<file path="config.mk">
export PLATFORM = sky130hd
export DESIGN_NAME = horizontal_box_blur_rgb
export DESIGN_NICKNAME = d
export VERILOG_FILES = /design/src/hw/rtl/hbb_pkg.sv /design/src/hw/rtl/hbb_ctrl.sv /design/src/hw/rtl/hbb_dp.sv /design/src/hw/rtl/horizontal_box_blur_rgb.sv
export SDC_FILE = /design/constraint.sdc
export NUM_CORES = 2
export LEC_CHECK = 0
export BUFFER_PORTS_ARGS = -buffer_cell sky130_fd_sc_hd__buf_2
export CELL_PAD_IN_SITES_DETAIL_PLACEMENT = 0
export CELL_PAD_IN_SITES_GLOBAL_PLACEMENT = 1
export CORE_UTILIZATION = 55
export CTS_BUF_LIST = sky130_fd_sc_hd__clkbuf_2
export DETAILED_ROUTE_END_ITERATION = 12
export PLACE_DENSITY = 0.83
export SLEW_MARGIN = 20
export SYNTH_ARGS = -nofsm -noshare
export SYNTH_HDL_FRONTEND = slang
export SYNTH_SLANG_ARGS = --single-unit
</file>
<file path="constraint.sdc">
create_clock -name clock -period 12.5 [get_ports clock]
set_input_delay 1.25 -clock clock [delete_from_list [all_inputs] [get_ports clock]]
set_output_delay 1.25 -clock clock [all_outputs]
set_load 0.01 [all_outputs]
</file>
<file path="src/hw/rtl/hbb_pkg.sv">
// ----------------------------------------------------------------------------
// Box blur package
// Sizes, register map, and the command and status words of the blur block.
// ----------------------------------------------------------------------------
package hbb_pkg;

   localparam int MAX_RADIUS = 16;
   localparam int WIN_DEPTH  = 2 * MAX_RADIUS + 1;
   localparam int RAD_W      = $clog2(MAX_RADIUS + 1);
   localparam int CNT_W      = $clog2(WIN_DEPTH + 1);
   localparam int PTR_W      = $clog2(WIN_DEPTH);
   localparam int CH_W       = 8;
   localparam int NUM_CH     = 3;
   localparam int PIX_W      = NUM_CH * CH_W;
   localparam int SUM_W      = $clog2((WIN_DEPTH + 1) * ((1 << CH_W) - 1) + 1);
   localparam int REC_W      = SUM_W + 1;
   localparam int PROD_W     = SUM_W + REC_W;
   localparam int QN_W       = CH_W + CNT_W;

   localparam int DATA_W     = 32;
   localparam int ADDR_W     = 3;
   localparam int CFG_W      = 5;
   localparam logic [CFG_W-1:0]    RADIUS_RESET = CFG_W'(16);
   localparam logic [ADDR_W-3:0]   REG_RADIUS   = '0;

   typedef logic [CH_W-1:0]  chan_type;
   typedef logic [SUM_W-1:0] sum_type;

   typedef struct packed {
      logic accept;
      logic update;
      logic mul;
      logic chk;
      logic load;
      logic trim;
   } cmd_type;

   typedef struct packed {
      logic go;
      logic row_end;
      logic last;
   } status_type;

endpackage

</file>
<file path="src/hw/rtl/hbb_ctrl.sv">
// ----------------------------------------------------------------------------
// Box blur controller
// Sequences accept, window update, divide, result load and row-end trim.
// ----------------------------------------------------------------------------
module hbb_ctrl (
   input  logic                clock,
   input  logic                reset,
   input  logic                req_valid,
   output logic                req_ready,
   output logic                rsp_valid,
   input  logic                rsp_ready,
   input  hbb_pkg::status_type status,
   output hbb_pkg::cmd_type    cmd
);

   typedef enum logic [2:0] {
      ST_IDLE,
      ST_UPD,
      ST_MUL,
      ST_CHK,
      ST_FIN,
      ST_TRIM
   } state_type;

   state_type state_ff, state_in;
   logic      rsp_valid_ff, rsp_valid_in;
   logic      out_free;

   assign out_free  = !rsp_valid_ff || rsp_ready;
   assign req_ready = (state_ff == ST_IDLE);
   assign rsp_valid = rsp_valid_ff;

   always_comb begin
      state_in     = state_ff;
      cmd          = '0;
      rsp_valid_in = rsp_valid_ff && !rsp_ready;
      unique case (state_ff)
         ST_IDLE: begin
            if (req_valid) begin
               cmd.accept = 1'b1;
               state_in   = ST_UPD;
            end
         end
         ST_UPD: begin
            cmd.update = 1'b1;
            state_in   = status.go ? ST_MUL : ST_IDLE;
         end
         ST_MUL: begin
            cmd.mul  = 1'b1;
            state_in = ST_CHK;
         end
         ST_CHK: begin
            cmd.chk  = 1'b1;
            state_in = ST_FIN;
         end
         ST_FIN: begin
            if (out_free) begin
               cmd.load     = 1'b1;
               rsp_valid_in = 1'b1;
               state_in     = (status.row_end && !status.last) ? ST_TRIM : ST_IDLE;
            end
         end
         ST_TRIM: begin
            cmd.trim = 1'b1;
            state_in = ST_MUL;
         end
         default: begin
            state_in = ST_IDLE;
         end
      endcase
   end

   always_ff @(posedge clock) begin
      if (reset) begin
         state_ff     <= ST_IDLE;
         rsp_valid_ff <= 1'b0;
      end else begin
         state_ff     <= state_in;
         rsp_valid_ff <= rsp_valid_in;
      end
   end

endmodule

</file>
<file path="src/hw/rtl/hbb_dp.sv">
// ----------------------------------------------------------------------------
// Box blur datapath
// Pixel ring, running channel sums, reciprocal divide and result register.
// ----------------------------------------------------------------------------
module hbb_dp (
   input  logic                         clock,
   input  logic                         reset,
   input  hbb_pkg::cmd_type             cmd,
   output hbb_pkg::status_type          status,
   input  logic [hbb_pkg::CFG_W-1:0]    cfg_radius,
   input  hbb_pkg::chan_type            pix_red,
   input  hbb_pkg::chan_type            pix_green,
   input  hbb_pkg::chan_type            pix_blue,
   input  logic                         pix_row_end,
   output hbb_pkg::chan_type            out_red,
   output hbb_pkg::chan_type            out_green,
   output hbb_pkg::chan_type            out_blue,
   output logic                         out_row_end,
   output logic                         out_run_last
);

   logic [hbb_pkg::PIX_W-1:0]  mem [hbb_pkg::WIN_DEPTH];
   logic [hbb_pkg::PIX_W-1:0]  old_ff;
   logic [hbb_pkg::PIX_W-1:0]  pix_ff;
   logic                       row_end_ff;

   logic [hbb_pkg::PTR_W-1:0]  wr_ff, wr_in, rd_addr;
   logic [hbb_pkg::CNT_W-1:0]  cnt_ff, cnt_in, cnt_upd, rad_plus1, pend;
   logic [hbb_pkg::CNT_W-1:0]  rem_ff, rem_in;
   logic [hbb_pkg::RAD_W-1:0]  radius_ff, radius_in, left_ff, left_in, radius_sat;
   logic                       trim_ff, trim_in;
   logic                       win_full, last;
   logic [hbb_pkg::PTR_W:0]    wr_ext, cnt_ext, wrap_addr;

   hbb_pkg::sum_type           sum_ff [hbb_pkg::NUM_CH];
   hbb_pkg::sum_type           sum_in [hbb_pkg::NUM_CH];
   hbb_pkg::sum_type           rem_s  [hbb_pkg::NUM_CH];
   logic [hbb_pkg::PROD_W-1:0] prod_ff [hbb_pkg::NUM_CH];
   logic [hbb_pkg::PROD_W-1:0] prod_in [hbb_pkg::NUM_CH];
   hbb_pkg::chan_type          q0_ff  [hbb_pkg::NUM_CH];
   hbb_pkg::chan_type          q0_in  [hbb_pkg::NUM_CH];
   logic [hbb_pkg::QN_W-1:0]   qn_ff  [hbb_pkg::NUM_CH];
   logic [hbb_pkg::QN_W-1:0]   qn_in  [hbb_pkg::NUM_CH];
   hbb_pkg::chan_type          out_ff [hbb_pkg::NUM_CH];
   hbb_pkg::chan_type          out_in [hbb_pkg::NUM_CH];
   hbb_pkg::chan_type          pix_ch [hbb_pkg::NUM_CH];
   hbb_pkg::chan_type          old_ch [hbb_pkg::NUM_CH];
   logic                       out_row_end_ff, out_last_ff;

   logic [hbb_pkg::REC_W-1:0]  recip_tab [hbb_pkg::WIN_DEPTH + 1];

   assign recip_tab[0] = '0;
   for (genvar g = 1; g <= hbb_pkg::WIN_DEPTH; g++) begin : g_recip
      localparam logic [hbb_pkg::REC_W-1:0] RECIP =
         hbb_pkg::REC_W'((64'd1 << hbb_pkg::SUM_W) / g);
      assign recip_tab[g] = RECIP;
   end

   always_comb begin
      for (int c = 0; c < hbb_pkg::NUM_CH; c++) begin
         pix_ch[c] = pix_ff[(hbb_pkg::NUM_CH - 1 - c) * hbb_pkg::CH_W +: hbb_pkg::CH_W];
         old_ch[c] = old_ff[(hbb_pkg::NUM_CH - 1 - c) * hbb_pkg::CH_W +: hbb_pkg::CH_W];
      end
   end

   assign radius_sat = (32'(cfg_radius) > hbb_pkg::MAX_RADIUS) ?
                       hbb_pkg::RAD_W'(hbb_pkg::MAX_RADIUS) : hbb_pkg::RAD_W'(cfg_radius);

   assign win_full  = (cnt_ff == hbb_pkg::CNT_W'({radius_ff, 1'b1}));
   assign cnt_upd   = win_full ? cnt_ff : cnt_ff + 1'b1;
   assign rad_plus1 = hbb_pkg::CNT_W'(radius_ff) + 1'b1;
   assign pend      = (cnt_upd < rad_plus1) ? cnt_upd : rad_plus1;
   assign last      = (rem_ff == hbb_pkg::CNT_W'(1));

   assign status.go      = row_end_ff || (cnt_upd > hbb_pkg::CNT_W'(radius_ff));
   assign status.row_end = row_end_ff;
   assign status.last    = last;

   // oldest pixel held in the sums
   assign wr_ext    = (hbb_pkg::PTR_W + 1)'(wr_ff);
   assign cnt_ext   = (hbb_pkg::PTR_W + 1)'(cnt_ff);
   assign wrap_addr = wr_ext + (hbb_pkg::PTR_W + 1)'(hbb_pkg::WIN_DEPTH) - cnt_ext;
   assign rd_addr   = (wr_ext >= cnt_ext) ? hbb_pkg::PTR_W'(wr_ext - cnt_ext) :
                      wrap_addr[hbb_pkg::PTR_W-1:0];

   always_ff @(posedge clock) begin
      if (cmd.update) begin
         mem[wr_ff] <= pix_ff;
      end
      old_ff <= mem[rd_addr];
   end

   always_comb begin
      wr_in     = wr_ff;
      cnt_in    = cnt_ff;
      rem_in    = rem_ff;
      radius_in = radius_ff;
      left_in   = left_ff;
      trim_in   = trim_ff;
      for (int c = 0; c < hbb_pkg::NUM_CH; c++) begin
         sum_in[c] = sum_ff[c];
      end
      if (cmd.accept && (cnt_ff == '0)) begin
         radius_in = radius_sat;
      end
      if (cmd.update) begin
         wr_in  = (wr_ff == hbb_pkg::PTR_W'(hbb_pkg::WIN_DEPTH - 1)) ? '0 : wr_ff + 1'b1;
         cnt_in = cnt_upd;
         rem_in = pend;
         for (int c = 0; c < hbb_pkg::NUM_CH; c++) begin
            sum_in[c] = sum_ff[c] + hbb_pkg::SUM_W'(pix_ch[c]) -
                        (win_full ? hbb_pkg::SUM_W'(old_ch[c]) : '0);
         end
      end
      if (cmd.trim && trim_ff) begin
         cnt_in = cnt_ff - 1'b1;
         for (int c = 0; c < hbb_pkg::NUM_CH; c++) begin
            sum_in[c] = sum_ff[c] - hbb_pkg::SUM_W'(old_ch[c]);
         end
      end
      if (cmd.load) begin
         left_in = (left_ff == radius_ff) ? left_ff : left_ff + 1'b1;
         trim_in = (left_ff == radius_ff);
         rem_in  = rem_ff - 1'b1;
         if (row_end_ff && last) begin
            cnt_in  = '0;
            left_in = '0;
            for (int c = 0; c < hbb_pkg::NUM_CH; c++) begin
               sum_in[c] = '0;
            end
         end
      end
   end

   always_comb begin
      for (int c = 0; c < hbb_pkg::NUM_CH; c++) begin
         prod_in[c] = hbb_pkg::PROD_W'(sum_ff[c]) * hbb_pkg::PROD_W'(recip_tab[cnt_ff]);
         q0_in[c]   = prod_ff[c][hbb_pkg::SUM_W +: hbb_pkg::CH_W];
         qn_in[c]   = hbb_pkg::QN_W'(q0_in[c]) * hbb_pkg::QN_W'(cnt_ff);
         rem_s[c]   = sum_ff[c] - hbb_pkg::SUM_W'(qn_ff[c]);
         out_in[c]  = (rem_s[c] >= hbb_pkg::SUM_W'(cnt_ff)) ? q0_ff[c] + 1'b1 : q0_ff[c];
      end
   end

   always_ff @(posedge clock) begin
      if (reset) begin
         wr_ff     <= '0;
         cnt_ff    <= '0;
         rem_ff    <= '0;
         radius_ff <= '0;
         left_ff   <= '0;
         trim_ff   <= 1'b0;
         for (int c = 0; c < hbb_pkg::NUM_CH; c++) begin
            sum_ff[c] <= '0;
         end
      end else begin
         wr_ff     <= wr_in;
         cnt_ff    <= cnt_in;
         rem_ff    <= rem_in;
         radius_ff <= radius_in;
         left_ff   <= left_in;
         trim_ff   <= trim_in;
         for (int c = 0; c < hbb_pkg::NUM_CH; c++) begin
            sum_ff[c] <= sum_in[c];
         end
      end
   end

   always_ff @(posedge clock) begin
      if (cmd.accept) begin
         pix_ff     <= {pix_red, pix_green, pix_blue};
         row_end_ff <= pix_row_end;
      end
      for (int c = 0; c < hbb_pkg::NUM_CH; c++) begin
         if (cmd.mul) begin
            prod_ff[c] <= prod_in[c];
         end
         if (cmd.chk) begin
            q0_ff[c] <= q0_in[c];
            qn_ff[c] <= qn_in[c];
         end
         if (cmd.load) begin
            out_ff[c] <= out_in[c];
         end
      end
      if (cmd.load) begin
         out_row_end_ff <= row_end_ff && last;
         out_last_ff    <= !row_end_ff || last;
      end
   end

   assign out_red      = out_ff[0];
   assign out_green    = out_ff[1];
   assign out_blue     = out_ff[2];
   assign out_row_end  = out_row_end_ff;
   assign out_run_last = out_last_ff;

endmodule

</file>
<file path="src/hw/rtl/horizontal_box_blur_rgb.sv">
// ----------------------------------------------------------------------------
// Horizontal box blur, RGB
// Averages each pixel with up to blur_radius neighbors on each side in its row,
// per channel, with floor division by the number of pixels inside the row.
// Radius is latched on the first pixel of a row. A pixel that completes no
// result passes through accept and window update only; one that completes a
// result adds reciprocal multiply, remainder check and result load, and the
// load waits while the result register is full. A row end flushes up to the
// latched radius plus one results (17 at most), each further one through
// trim, multiply, check and load again; no pixel is taken during the flush.
// The result register lets the next pixel enter while a result waits.
// ----------------------------------------------------------------------------
module horizontal_box_blur_rgb (
   input  logic                         clock,
   input  logic                         reset,
   input  logic                         req_valid,
   output logic                         req_ready,
   input  logic [7:0]                   req_red_in,
   input  logic [7:0]                   req_green_in,
   input  logic [7:0]                   req_blue_in,
   input  logic                         req_row_end_in,
   output logic                         rsp_valid,
   input  logic                         rsp_ready,
   output logic [7:0]                   rsp_red_out,
   output logic [7:0]                   rsp_green_out,
   output logic [7:0]                   rsp_blue_out,
   output logic                         rsp_row_end_out,
   output logic                         rsp_run_last,
   input  logic                         csr_psel,
   input  logic                         csr_penable,
   input  logic                         csr_pwrite,
   input  logic [hbb_pkg::ADDR_W-1:0]   csr_paddr,
   input  logic [hbb_pkg::DATA_W-1:0]   csr_pwdata,
   output logic [hbb_pkg::DATA_W-1:0]   csr_prdata,
   output logic                         csr_pready
);

   logic [hbb_pkg::CFG_W-1:0] cfg_radius_ff, cfg_radius_in;
   logic                      csr_sel_radius;
   hbb_pkg::cmd_type          cmd;
   hbb_pkg::status_type       status;

   assign csr_sel_radius = (csr_paddr[hbb_pkg::ADDR_W-1:2] == hbb_pkg::REG_RADIUS);
   assign csr_pready     = 1'b1;
   assign csr_prdata     = csr_sel_radius ? hbb_pkg::DATA_W'(cfg_radius_ff) : '0;

   always_comb begin
      cfg_radius_in = cfg_radius_ff;
      if (csr_psel && csr_penable && csr_pwrite && csr_pready && csr_sel_radius) begin
         cfg_radius_in = csr_pwdata[hbb_pkg::CFG_W-1:0];
      end
   end

   always_ff @(posedge clock) begin
      if (reset) begin
         cfg_radius_ff <= hbb_pkg::RADIUS_RESET;
      end else begin
         cfg_radius_ff <= cfg_radius_in;
      end
   end

   hbb_ctrl u_ctrl (
      .clock     (clock),
      .reset     (reset),
      .req_valid (req_valid),
      .req_ready (req_ready),
      .rsp_valid (rsp_valid),
      .rsp_ready (rsp_ready),
      .status    (status),
      .cmd       (cmd)
   );

   hbb_dp u_dp (
      .clock        (clock),
      .reset        (reset),
      .cmd          (cmd),
      .status       (status),
      .cfg_radius   (cfg_radius_ff),
      .pix_red      (req_red_in),
      .pix_green    (req_green_in),
      .pix_blue     (req_blue_in),
      .pix_row_end  (req_row_end_in),
      .out_red      (rsp_red_out),
      .out_green    (rsp_green_out),
      .out_blue     (rsp_blue_out),
      .out_row_end  (rsp_row_end_out),
      .out_run_last (rsp_run_last)
   );

endmodule

</file>
### Word-level counts from Yosys, hierarchy flattened

Memory sizes are Yosys's and may differ from the RTL's. A register that Yosys moved wholly into a read port is not among the register bits.
Index checks and enable logic that the tools add are counted.

* flip-flop bits (word level): 65
* RAM bits: 1011
* bits in read-only memories: 960
* bits of input ports: 67
* memories kept: 7

* add/subtract/negate cells: 24
* $mul: 6
* $lt $le $gt $ge: 8
* equal/unequal tests: 12
* mux-type cells: 55
* bitwise gates (word level): 5
* reductions and logical operators: 20

Memories
* (no name shown): depth 64, width 15, rd ports 1, clocked after Yosys merged registers in 0, write ports 0, RTL line hbb_dp.sv:137 `prod_in[c] = hbb_pkg::PROD_W'(sum_ff[c]) * hbb_pkg::PROD_W'(recip_tab[cnt_ff]);`
* u_dp.mem: depth 33, width 24, rd ports 1, clocked after Yosys merged registers in 1, write ports 1, RTL line hbb_dp.sv:22 `logic [hbb_pkg::PIX_W-1:0] mem [hbb_pkg::WIN_DEPTH];`
* u_dp.prod_ff: depth 3, width 29, rd ports 3, clocked after Yosys merged registers in 0, write ports 3, RTL line hbb_dp.sv:38 `logic [hbb_pkg::PROD_W-1:0] prod_ff [hbb_pkg::NUM_CH];`
* u_dp.qn_ff: depth 3, width 14, rd ports 3, clocked after Yosys merged registers in 0, write ports 3, RTL line hbb_dp.sv:42 `logic [hbb_pkg::QN_W-1:0] qn_ff [hbb_pkg::NUM_CH];`
* u_dp.sum_ff: depth 3, width 14, rd ports 3, clocked after Yosys merged registers in 0, write ports 3, RTL line hbb_dp.sv:35 `hbb_pkg::sum_type sum_ff [hbb_pkg::NUM_CH];`
* u_dp.out_ff: depth 3, width 8, rd ports 3, clocked after Yosys merged registers in 0, write ports 3, RTL line hbb_dp.sv:44 `hbb_pkg::chan_type out_ff [hbb_pkg::NUM_CH];`
* 1 more memories

Operators by type and width (count)
* $mux W42: 4
* $mul A14 B15 Y29: 3
* $sub A14 B14 Y14: 6
* $mux W6: 10
* $mux W8: 6
* $add A14 B8 Y14: 3
* $ge A14 B6 Y1: 3
* $mul A8 B6 Y14: 3
* $mux W14: 3
* $sub A14 B8 Y14: 3
* $mux W15: 2
* $add A8 B1 Y8 const B: 3
* $mux W1: 21
* $mux W5: 4
* $pmux W3 S6: 1
* $add A6 B1 Y6 const B: 2
* $sub A6 B1 Y6 const B: 2
* $sub A6 B6 Y6: 2
* $mux W3: 3
* $logic_and A1 B1 Y1: 8
* $ge A7 B7 Y1 const B: 1
* $not A6 Y7: 1
* $add A5 B1 Y6 const B: 1
* $add A6 B6 Y6 const B: 1
* other kinds (23): 34

### Longest topological paths before layout

* depth in word-level cells: 8
* depth in mapped cells: 33
* gate-level depth less buffers: 30

### Cells and area by module

A second synthesis with hierarchy kept.

* cells, all modules: 5488
* area, all modules: 67943.9 um2

Modules (own cells, without submodules)
* hbb_dp: instances 1, cells an instance 5402, area each 67215.7 um2, sequential area each 29918.7 um2
* horizontal_box_blur_rgb: instances 1, cells an instance 58, area each 494.2 um2, sequential area each 100.1 um2
* hbb_ctrl: instances 1, cells an instance 28, area each 234.0 um2, sequential area each 80.1 um2

### Least setup slack after synthesis

Ideal clock, no wire load.

* path kind: register -> register
* from: register u_dp.cnt_ff[0] (netlist bit)
* to: memory u_dp.prod_ff[0][79] (netlist bit), data pin
* data arrival time: 7764 ps
* path slack: 4479 ps
* stages on the path, launching flop included: 32
* clock period less this slack: 8021 ps
* path through: dfxtp_1 clkbuf_1 clkinv_1 clkbuf_1 ha_1 nor2_1 o21ai_0 o21ai_0 a21oi_1 nor2_1 nor2_1 clkbuf_1 nand2_1 fa_1 fa_1 inv_1 fa_1 fa_1 fa_1 inv_1 fa_1 inv_1 ha_1 a21oi_1 o21ai_0 or3_1 a311oi_1 nor2_1 a41oi_1 a21oi_1 a31o_2 xnor2_1

RTL lines
* from (decl): RTL line hbb_dp.sv:28 `logic [hbb_pkg::CNT_W-1:0] cnt_ff, cnt_in, cnt_upd, rad_plus1, pend;`
* from (signal assigned): RTL line hbb_dp.sv:158 `cnt_ff <= cnt_in;`
* to (decl): RTL line hbb_dp.sv:38

==> impl_metrics.yaml <==
logic_synthesis:
  ys_seq_area_frac: 0.441
  ys_warn_count: 0
  synthSimpleGateAreaFrac: 0.157
  postSynthCellCount: 6513
  synth_top_family_by_area: "adder cells"
  async_reset_ff_frac: 0
  synth_edf_count: 933
  yosys_register_bits: 1037
  synth_compound_gate_area_share: 0.0769
  synthesis.area_sq_um: 68200
  synthXorXnorAreaFrac: 0.0272
  synth_flop_cell: "edfxtp_1"
  synthAdderAreaFrac: 0.226
  synth.avg_cell_area_sq_um: 10.5
  synthMuxAreaShare: 0.00405
  synthDistinctLibCells: 79
routing:
  top_layer: "met5"
  routed_via_density: 5.79
  wl_met2_microns: 91300
  detail_route.wl_per_cell_microns: 22.1
  met1_length_microns: 74000
  routed_wl_microns: 188000
  ant_nets: 0
  drc: 0
  drtIter0Drc: 4212
  wl_met3_microns: 15000
  routed-via-count: 49400
  first_pass_iters: 6
placed_design:
  io_buffers: 70
  gp_congestion: 0.899
  place_area_sq_um: 70500
  hpwlAfterDp_microns: 119000
worst_setup_path:
  reg2reg_depth: 31
  r2r-start: "u_dp.cnt_ff[3]"
  crit_path_end_kind: "flip-flop"
  cp_slowest_cell: "a21oi_4"
  critical_path_required_ns: 13.66
  crit_type: "flip-flop to flip-flop"
  crit_arrival_ns: 10.31
  start_kind: "flip-flop"
  reg2reg_slack_ns: 3.35
  rr_endpoint: "u_dp.prod_ff[0][50]"
  path_max_fanout: 58
  slowest_delay_ns: 0.85
power:
  irDropWorstVdd_mv: 0.136
  power_density_nw_per_um2: 132
  p_leak_nw: 31.1
cts:
  htree_levels: 5
  cts_root_buf: "clkbuf_2"
  cts_resized: 0
  hold_buffers: 31
  cts_tree: "done"
  cts_sinks: 1037
  cts_buffer_depth: 4
  insertion_delay_ns: 1.53
  clk_pin_slew_ns: 0.10
  numCtsBuffers: 285
  post_cts_buffers: 0
layout:
  fin_area_sq_um: 73200
  layout-drive-gt1-share: 0.108
  areaGrowthSynthToFinish_pct: 7.32
  nNetsFinal: 7702
  layout_commonest_cell: "nand2_1"
  num-fill-cells: 10400
  final_cell_mix: "nand2_1, edfxtp_1, inv_1, fa_1, ha_1"
floorplanning:
  row_count: 128
  die-area_sq_um: 125000
  start_util: 0.558
  io_pins: 128
  die_y_microns: 354
  die_w_microns: 354
  core_sq_um: 122000
timing:
  fin_setup_tns_ns: 0
  layout_min_cycle_time_ns: 9.15
  finalHoldViolCount: 0
  worst_pin_slew_ns: 1.12
  setup_violations: 0
  fmax_mhz: 109
  rsz0062_at_grt: "no"
  maxSlewViolCount: 0
  slew_headroom: 0.248
  finalCritPeriodShare: 0.732
  skew_ns: 0.172
run:
  cap_violations: 0
worst_hold_path:
  holdPathEnd: "u_dp.rem_ff[3]"
  hold_depth: 2
  min_from: "reset"
  min_path_type: "primary input to flip-flop"
grt:
  grt_pass1_wl_microns: 288000
  grt_overflow: 0
  grt_max_degree: 185
  antenna_found_initial: 4
  grtUsageTotal: 0.301
  first_global_vias: 50100
run_status:
  outcome: "completed"
==> metal layers <==
metal,GRT usage,up-vias
met1,0.383,24400
met2,0.500,2076
met5,0,-
met3,0.0579,397
met4,0.138,2
li1,-,22500
==> worst max-delay path by stage <==
stage                              start             endpoint  slack (ns)
final                     u_dp.cnt_ff[3]  u_dp.prod_ff[0][50]        3.35
after global routing      u_dp.cnt_ff[3]  u_dp.prod_ff[0][79]        2.99
after floorplan           u_dp.cnt_ff[0]  u_dp.prod_ff[0][79]        4.48
after CTS                 u_dp.cnt_ff[3]  u_dp.prod_ff[0][50]        3.46
after detailed placement  u_dp.cnt_ff[3]  u_dp.prod_ff[0][21]        3.56
after global placement    u_dp.cnt_ff[3]  u_dp.prod_ff[0][21]        3.60
==> flip-flops by register name (all words and copies together) (netlist names), 6 cells and up <==
name and cells:
u_dp.sum_ff 42, u_dp.pix_ch 24, u_dp.mem 792, u_dp.rem_ff 6, u_dp.cnt_ff 6, u_dp.prod_ff 24, u_dp.out_ff 24, u_dp.qn_ff 42
u_dp.q0_ff 24, u_dp.old_ch 24, u_dp.wr_ff 6
==> stage by stage <==
step                setup WS [ns]  hold WS [ns]  total power [W]   util  cells
finish                       3.35         0.264          0.00964  0.598   8522
floorplan                    4.48         0.470          0.00637      -   6539
global route                 2.99        0.0859           0.0102  0.598   8520
detailed placement           3.56         0.504          0.00734  0.576   8013
global placement             3.60         0.492          0.00728  0.576   8013
CTS                          3.46        0.0271          0.00967  0.598   8516
==> cell type report <==
cell class	instances	area, sq um	share of cell area
multi-input cells	4340	33900	0.463
flip-flops and latches	1037	30100	0.411
inverters	793	2980	0.0407
clock buffers	418	2090	0.0286
well taps	1625	2030	0.0278
repair buffers	249	1800	0.0245
clock inverters	54	265	0.00362
diodes	6	15.0	0.000205
==> kinds of logic after synthesis <==
kind of cell	Yosys count
xor+xnor	212
mux	26
compound gates	757
buf+inv	1162
fa+ha+maj	929
other cells	2
flops	1037
simple gates	2388
==> worst max-delay path, delay by kind of cell, from the launching register on <==
family,cells,cell delay (ns)
xor+xnor,1,0.15
fa+ha+maj,7,2.93
flops,1,0.32
buf+inv,9,1.39
compound gates,12,3.52
simple gates,2,0.48
==> Yosys cell counts, types with 25 or more instances <==
cell type | number | area (sq um)
ha_1 | 420 | 5260
and2_1 | 158 | 988
edfxtp_1 | 933 | 28000
and3_1 | 166 | 1040
a211oi_1 | 112 | 841
clkbuf_1 | 247 | 927
xnor2_1 | 164 | 1440
a21oi_1 | 180 | 901
a311o_1 | 25 | 250
nand3_1 | 223 | 1120
inv_1 | 777 | 2920
fa_1 | 509 | 10200
nand2_1 | 1259 | 4730
buf_2 | 68 | 340
o211ai_1 | 35 | 263
o21ai_0 | 79 | 395
nor3_1 | 112 | 561
o21bai_1 | 30 | 225
nor2b_1 | 28 | 175
a21o_1 | 42 | 315
nor4_1 | 87 | 544
a31oi_1 | 62 | 388
buf_4 | 33 | 248
a311oi_1 | 78 | 683
nand2b_1 | 28 | 175
dfxtp_1 | 104 | 2080
xor2_1 | 48 | 420
nor2_1 | 271 | 1020
==> power breakdown <==
group          internal [W]  leakage, nW  switching, W
Sequential          0.00391         9.29      0.000204
Clock              0.000922         1.88       0.00140
Combinational       0.00112         20.0       0.00209
Total               0.00595         31.1       0.00369
Power figures use the tool's default switching activity.
